File: config.mk
export PLATFORM = sky130hd
export DESIGN_NAME = lap_round
export DESIGN_NICKNAME = d
export VERILOG_FILES = /design/src/rtl/core/lap_pkg.sv /design/src/rtl/core/lap_round.sv
export SDC_FILE = /design/constraint.sdc
export NUM_CORES = 1
export LEC_CHECK = 0
export BUFFER_PORTS_ARGS = -buffer_cell sky130_fd_sc_hd__buf_2
export CAP_MARGIN = 15
export CORE_ASPECT_RATIO = 2
export CORE_MARGIN = 8
export CORE_UTILIZATION = 30
export DETAILED_ROUTE_END_ITERATION = 8
export PLACE_DENSITY = 0.61
export REMOVE_ABC_BUFFERS = 1
export SYNTH_ARGS = -nofsm -noshare
export SYNTH_HDL_FRONTEND = slang
export SYNTH_SLANG_ARGS = --single-unit
File: constraint.sdc
create_clock -name clk_i -period 0.8 [get_ports clk_i]
set_input_delay 0.12 -clock clk_i [delete_from_list [all_inputs] [get_ports clk_i]]
set_output_delay 0.12 -clock clk_i [all_outputs]
set_load 0.01 [all_outputs]
File: src/rtl/core/lap_pkg.sv
`default_nettype none

package lap_pkg;

  parameter int unsigned SizeW  = 24;
  parameter int unsigned ASizeW = 25;
  parameter int unsigned OffW   = 31;
  parameter int unsigned CandW  = 32;
  parameter int unsigned EvW    = 8;
  parameter int unsigned AliasW = 8;

  parameter logic [AliasW-1:0] NoAlias = 8'hFF;

  typedef struct packed {
    logic              start_plan;
    logic              last_in_plan;
    logic [SizeW-1:0]  size_bytes;
    logic [EvW-1:0]    first_event;
    logic [EvW-1:0]    last_event;
    logic [AliasW-1:0] alias_index;
  } in_item_t;

  typedef struct packed {
    logic [OffW-1:0] offset;
    logic [OffW-1:0] arena_size;
    logic            plan_done;
    logic            overflow;
  } out_item_t;

  typedef struct packed {
    logic [OffW-1:0]   offset;
    logic [ASizeW-1:0] aligned_size;
    logic [EvW-1:0]    first;
    logic [EvW-1:0]    last;
    logic              is_alias;
  } entry_t;

  typedef enum logic [5:0] {
    S_IDLE  = 6'b000001,
    S_DISP  = 6'b000010,
    S_ALIAS = 6'b000100,
    S_ROUND = 6'b001000,
    S_SCAN  = 6'b010000,
    S_DONE  = 6'b100000
  } state_e;

endpackage

`default_nettype wire

File: src/rtl/core/lap_round.sv
`default_nettype none

module lap_round
  import lap_pkg::*;
#(
  parameter int unsigned ALIGN_BYTES = 64
) (
  input  wire logic              clk_i,
  input  wire logic              rst_ni,
  input  wire logic              start_i,
  input  wire logic [SizeW-1:0]  size_i,
  output logic                   done_o,
  output logic [ASizeW-1:0]      asize_o
);

  localparam bit AlignPow2 = ((ALIGN_BYTES & (ALIGN_BYTES - 1)) == 0);

  logic              done_q;
  logic [ASizeW-1:0] asize_q;

  if (AlignPow2) begin : g_pow2
    localparam logic [ASizeW-1:0] Mask = ASizeW'(ALIGN_BYTES - 1);

    always_ff @(posedge clk_i or negedge rst_ni) begin
      if (!rst_ni) begin
        done_q <= 1'b0;
      end else begin
        done_q <= start_i;
      end
    end

    always_ff @(posedge clk_i) begin
      if (start_i) begin
        asize_q <= (ASizeW'(size_i) + Mask) & ~Mask;
      end
    end
  end else begin : g_recip
    localparam int unsigned ShiftW = ASizeW + $clog2(ALIGN_BYTES);
    localparam int unsigned RcpW   = ASizeW + 2;
    localparam int unsigned ProdW  = ASizeW + RcpW;
    localparam logic [63:0] Recip64 =
      ((64'd1 << ShiftW) + 64'(ALIGN_BYTES) - 64'd1) / 64'(ALIGN_BYTES);
    localparam logic [RcpW-1:0]   Recip  = RcpW'(Recip64);
    localparam logic [ASizeW-1:0] AlignA = ASizeW'(ALIGN_BYTES);
    localparam logic [ASizeW-1:0] Bias   = ASizeW'(ALIGN_BYTES - 1);

    logic              quot_vld_q;
    logic [ASizeW-1:0] quot_q;
    logic [ASizeW-1:0] biased;
    logic [ProdW-1:0]  prod;

    // divide the biased size by a scaled reciprocal, exact over the size range
    assign biased = ASizeW'(size_i) + Bias;
    assign prod   = ProdW'(biased) * ProdW'(Recip);

    always_ff @(posedge clk_i or negedge rst_ni) begin
      if (!rst_ni) begin
        quot_vld_q <= 1'b0;
        done_q     <= 1'b0;
      end else begin
        quot_vld_q <= start_i;
        done_q     <= quot_vld_q;
      end
    end

    // register the quotient, then scale it back up into the aligned size
    always_ff @(posedge clk_i) begin
      if (start_i) begin
        quot_q <= ASizeW'(prod >> ShiftW);
      end
      if (quot_vld_q) begin
        asize_q <= quot_q * AlignA;
      end
    end
  end

  assign done_o  = done_q;
  assign asize_o = asize_q;

endmodule

`default_nettype wire

==> out/results.ini <==
[run_status]
status=complete, but fails checks
violations=negative setup slack

[clock_tree]
cts_tree=yes
cts.htree.levels=1
numCtsBuffers=3
cts_root_buffer=clkbuf_8
clkSinkCount=20
clock_path_buffers=2
path_clk_slew_ps=70

[worst_setup_path]
cp_data_arrival_time_ps=1000
end_kind=flop
worstSetupPathType=primary input to flop
worst-path-max-fanout=5
startpoint_type=primary input
cp.required_ps=820

[timing]
rsz0062_at_grt=yes
setup_tns_ps=-4310
hold_viol_final=0
fmax_mhz=1020
maxSlewViolCount=0
fin_crit_sh=1.23
fin_ws_ps=-185
min_period_ps=985
holdWs_ps=156
setup_viol=39

[logic_synthesis]
synth_top_area_share=0.561
synth_commonest_cells=edfxtp_1 (19), xnor2_1 (14), nand2_1 (7), nand3_1 (7), buf_4 (6)
yosys-top-cells-area=edfxtp_1 (56%), xnor2_1 (12%), buf_4 (4.4%)
synth-seq-cells=20
netlist-cell-type-count=20
synth-edff-count=19
synthFlopType=edfxtp_1
synth_area_per_cell_um2=13.4
yosys.area.top_type=edfxtp_1
yosysMostFrequentCell=edfxtp_1
synthArstFlopShare=0.0500
yosysWarningCount=0
ys_seq_area_frac=0.585
synthCells=76
syn_area_mm2=0.00102

[cells_and_area]
multi_input_area_um2=500
nFillCells=300
finalNonFillerCells=183
diodes=0
final-seq-area_um2=596
synthToLayoutAreaGrowth_pct=66.2
drive_gt1_frac=0.596
nNetsFinal=179

[routing]
drt-total-wl_um=2470
first_iter_violations=19
routedWlPerCell_um=13.5
dr.pass1.iters=4
vias_per_cell=4.64
num_vias=850
ant_nets=0
drc=0

[power_and_ir_drop]
cellPowerDensity_mw_per_mm2=1650
peakVddDrop_v=0.000804
p_leak_uw=0.000726
power.total_uw=2780

[die]
io_pins=53
num_rows=30
fp.dieH_um=98.4
core_area_mm2=0.00330
die-area_mm2=0.00562
die_x_um=57.2
start_util=0.308

[placement]
placed_cells=174
dpl.hpwl_um=1810
port_buffers=46
gp_congestion=0.654

[job]
cap_violations=0

[global_route]
grt_max_degree=21
grt_usage=0.0901
grt_pass1_wl_um=4200
grt-ovfl-total=0
grt_pass1_vias=945
antenna_found_initial=0

[hold_path]
holdCritPathClass=primary input to asynchronous set/reset pin

timing repair:
action                                 in CTS  in global routing
cloned                                      1                  0
endpoints found under the hold margin       1                  0
hold buffers                                1                  0
pin swaps                                  22                 11
setup endpoints to repair                  39                 39
gates resized for setup                    25                  2
setup buffers                               4                  0
worst max-delay path by stage:
stage               from           to  slack, ps  cells past startpoint
3_5_place_dp   size_i[5]  asize_o[10]       -560                      5
2_1_floorplan  size_i[5]  asize_o[10]       -440                      4
6_report       size_i[6]  asize_o[18]       -180                      5
3_3_place_gp   size_i[8]  asize_o[18]       -540                      5
4_1_cts        size_i[4]  asize_o[18]       -210                      6
5_1_grt        size_i[5]  asize_o[18]       -240                      6
sequential cells by signal, indices dropped and copies added, names as in the netlist:
name and flops:
done_o 1, asize_o 19
per-layer routing:
metal,GRT usage,share of wire,vias up
li1,-,-,416
met1,0.0950,0.40,388
met2,0.148,0.48,42
met3,0.0416,0.11,4
met4,0.0382,0.015,0
met5,0,0,-
critical path: stages:
cell and delay, ps:
buf_6 80, nand4_4 140, a211oi_4 350, nand4_1 160, xnor2_1 150
where the power goes:
part	internal [µW]	switching (µW)
sequential	1240	18.1
clock	668	337
combinational	267	253
cell type report:
cell class / instances / share of cell area
Multi-Input combinational cell: 56 / 0.296
Sequential cell: 20 / 0.352
Timing Repair Buffer: 71 / 0.286
Clock buffer: 3 / 0.0244
Tap cell: 32 / 0.0237
Clock inverter: 1 / 0.0178
logic make-up (layout without fill, tap and decap cells):
family | count (synthesis) | after routing | synth area share
buffers and inverters | 6 | 75 | 0.0443
xor gates and xnor gates | 18 | 18 | 0.155
and+or+nand+nor | 29 | 29 | 0.181
DFF | 20 | 20 | 0.585
other | 1 | 6 | 0.00369
AOI/OAI and AO/OA | 2 | 3 | 0.0308
through the flow:
stage / util / area, µm² / setup WS [ps]
global placement: 0.433 / 1430 / -542
global route: 0.512 / 1690 / -239
CTS: 0.508 / 1680 / -211
floorplan: - / 991 / -441
detailed placement: 0.433 / 1430 / -558
finish: 0.512 / 1690 / -185
cell usage in the layout, fill, tap and decap left out, types with 4 or more instances in the layout:
cell type / count
nand2_1: 5
nand3_1: 5
buf_6: 8
conb_1: 6
buf_4: 23
edfxtp_1: 19
xor2_1: 4
xnor2_1: 11
buf_2: 38
Note: power is estimated with default switching activity, not from simulation.
